$ cat src/hdl/cle_ram.sv
// cle_ram: generic single write port, single read port ram
// read data registered from the read address; no dependencies
module cle_ram #(
  parameter int WIDTH = 8,
  parameter int DEPTH = 512
) (
  input  logic                     clk,
  input  logic                     we,
  input  logic [$clog2(DEPTH)-1:0] waddr,
  input  logic [WIDTH-1:0]         wdata,
  input  logic [$clog2(DEPTH)-1:0] raddr,
  output logic [WIDTH-1:0]         rdata
);

  logic [WIDTH-1:0] mem [DEPTH];

  always_ff @(posedge clk) begin
    if (we) begin
      mem[waddr] <= wdata;
    end
    rdata <= mem[raddr];
  end

endmodule

$ cat config.mk
export PLATFORM = sky130hd
export DESIGN_NAME = cle_ram
export DESIGN_NICKNAME = d
export VERILOG_FILES = /design/src/hdl/cle_ram.sv
export SDC_FILE = /design/constraint.sdc
export NUM_CORES = 2
export LEC_CHECK = 0
export ABC_AREA = 1
export BUFFER_PORTS_ARGS = -buffer_cell sky130_fd_sc_hd__buf_2
export CELL_PAD_IN_SITES_DETAIL_PLACEMENT = 0
export CELL_PAD_IN_SITES_GLOBAL_PLACEMENT = 1
export CORE_MARGIN = 2
export CORE_UTILIZATION = 25
export CTS_BUF_LIST = sky130_fd_sc_hd__clkbuf_8
export DETAILED_ROUTE_END_ITERATION = 12
export GPL_ROUTABILITY_DRIVEN = 0
export PLACE_DENSITY = 0.41
export SLEW_MARGIN = 30
export SYNTH_ARGS = -nofsm -noshare
export SYNTH_HDL_FRONTEND = slang
export SYNTH_SLANG_ARGS = --single-unit
$ cat constraint.sdc
create_clock -name clk -period 1.9 [get_ports clk]
set_input_delay 0.38 -clock clk [delete_from_list [all_inputs] [get_ports clk]]
set_output_delay 0.38 -clock clk [all_outputs]
set_load 0.05 [all_outputs]
==> run_results.csv <==
group,metric,value,unit
setup_path,required,1.52,ns
setup_path,critical_path_arrival,1.96,ns
outcome,violations,"negative setup slack",
clock_network,clock_path_buffers,4,
grt,grt_pass1_wl,889300,µm
pwr,p_leak,75.14,nW
sta,fin_setup_tns,-3.377,ns
floorplanning,core_area,663700,µm²
cells_and_area,synthToLayoutAreaGrowth,24.68,%
sta,slew_headroom,0.4218,
setup_path,cp_top_family,"flip-flops",
detailed_routing,drt-met1-wl,298300,µm
setup_path,worstSetupPathType,"flip-flop to primary output",
sta,report.final.hold_viol_count,0,
setup_path,crit_chain,"buf_8",
setup_path,path_max_fanout,1,
floorplanning,start_util,0.2512,
sta,final.setup.worst_slack,-0.4404,ns
floorplanning,die_h,820.7,µm
floorplanning,dieArea,673500,µm²
place,hpwlAfterDp,410000,µm
grt,grt_max_degree,85,
logic_synthesis,ys_top_cells_by_area,"edfxtp_1 74%, nand3_1 12%, nand2_1 9.4%",
sta,final_max_slew_viol_count,0,
clock_network,cts_setup_buffers,0,
logic_synthesis,yosysWarnings,0,
clock_network,numCtsBuffers,757,
logic_synthesis,synth_area,166700,µm²
grt,grt_pass1_vias,114284,
setup_path,critPathBufInv,1,
detailed_routing,drtPass1Iterations,5,
logic_synthesis,syn_avg_cell_area,12.00,µm²
sta,fin_crit_sh,1.232,
cells_and_area,final_common_cell,"nand2_1",
clock_network,cts_tree,"built",
pwr,worst_ir_drop_vdd,0.0007286,V
detailed_routing,route.met2.wl,295800,µm
detailed_routing,vias,113095,
clock_network,clkTransAtPathRegs,0.06,ns
floorplanning,num_rows,299,
detailed_routing,antenna_left,0,
sta,setup_viol,11,
logic_synthesis,synth_seq_cells,4104,
grt,antenna_found_initial,74,
cells_and_area,most-common-layout-cells,"4,144 x nand2_1, 4,096 x edfxtp_1, 3,749 x nand3_1",
detailed_routing,top_layer_used,"met5",
clock_network,htree_levels,6,
floorplanning,ioPinCount,36,
sta,fmax,427.3,MHz
grt,grt_use_total,0.1828,
place,numPortBuffers,35,
sta,clock-skew-final,0.08277,ns
setup_path,crit_path_start_kind,"flip-flop",
logic_synthesis,syn_nets,13919,
detailed_routing,drtIter0Drc,8204,
clock_network,clock-root-buffer,"clkbuf_8",
detailed_routing,avgViaCountPerCell,4.517,
grt,overflow,0,
sta,whs,0.1375,ns
sta,grt_setup_unrepaired,"true",
logic_synthesis,synth_top_area_share,0.7377,
logic_synthesis,yosysSeqAreaShare,0.7387,
clock_network,clkSinkCount,4104,
floorplanning,die-width,820.7,µm
logic_synthesis,syn_inst,13891,
detailed_routing,wl_per_cell,25.24,µm
setup_path,cpPeakStageDelay,0.46,ns
worst_hold_path,min_path_type,"input port to flip-flop",
place,place_ws,-1.701,ns
logic_synthesis,synth_area_leader_cell,"edfxtp_1",
cells_and_area,drive_gt1_frac,0.1938,
clock_network,clk_latency,1.30,ns
setup_path,crit_path_end_kind,"primary output",
pwr,pwr_density_cell,928.8,nW/µm²
detailed_routing,dr_wl_met3,25300,µm
sta,worstMarginPinSlew,0.8673,ns
sta,min_period,2.340,ns
detailed_routing,drc,0,
detailed_routing,wl,632000,µm
cells_and_area,finish.net_count,15604,
setup_path,cp_slowest_cell,"dfxtp_4",
outcome,run_status,"finished, violations left",
flow_run,drv_cap,0,
logic_synthesis,synth.distinct_cells,16,
-- metal layers --
metal	vias to the layer above	global-route usage
li1	53046	-
met1	56852	0.2620
met2	2382	0.2985
met3	813	0.02060
met4	2	0.03870
met5	-	0
-- sequential cells by signal, indices dropped and copies added, names as in the netlist --
register  count
mem        4096
rdata         8
-- kinds of logic (layout without fill, tap and decap cells) --
family	after synthesis	count (layout)	synth area share
other cells	0	10	0
simple gates	8765	8765	0.2280
buf+inv	1022	3277	0.03330
flops	4104	4104	0.7387
-- through the flow --
step / power [mW] / util / instance area [µm²] / cells
detailed placement: 117.2 / 0.2895 / 192200 / 23676
global route: 200.9 / 0.3132 / 207900 / 25026
finish: 193.1 / 0.3132 / 207900 / 25035
floorplan: 107.9 / - / 166800 / 13891
global placement: 117.3 / 0.2895 / 192200 / 23676
CTS: 196.3 / 0.3119 / 207000 / 25025
-- where the power goes --
group	internal (mW)	switching (mW)	total, mW
logic	4.91	10.8	15.7
clock network	38.1	39.4	77.5
registers	99.7	0.140	99.9
total	143	50.4	193
-- worst paths after layout --
kind	startpoint	to	slack (ns)	depth (start not counted)
worst max-delay path	rdata[5]	rdata[5]	-0.44	1
worst min register to register	mem[276][0]	rdata[0]	1.15	11
worst max register to register	mem[95][4]	rdata[4]	0.04	12
worst min-delay path	waddr[0]	mem[256][5]	0.14	6
-- what timing repair did --
item | in CTS | in global routing
resized for setup | 282 | 162
hold buffers | 20 | 0
cloned | 0 | 1
setup endpoints to repair | 16 | 110
pin swaps | 13 | 32
endpoints found under the hold margin | 4159 | 0
-- cell usage after synthesis --
cell      count
dfxtp_1       8
buf_12        1
buf_6        72
inv_1        34
inv_4         2
inv_2         3
nand3_1    4080
buf_1        82
edfxtp_1   4096
buf_2       517
nor2_1      514
clkbuf_1    184
nor3_1       11
buf_4       123
nand2_1    4160
buf_8         4
-- area by class of cell --
cell class	instances	area, µm²
flip-flops and latches	4104	123200
repair buffers	1909	19840
inverters	39	203.9
well taps	8879	11110
multi-input cells	8765	40280
fillers	67686	455800
clock buffers	765	10530
diodes	10	25.02
clock inverters	564	2698
Note: power is estimated with default switching activity, not from simulation.
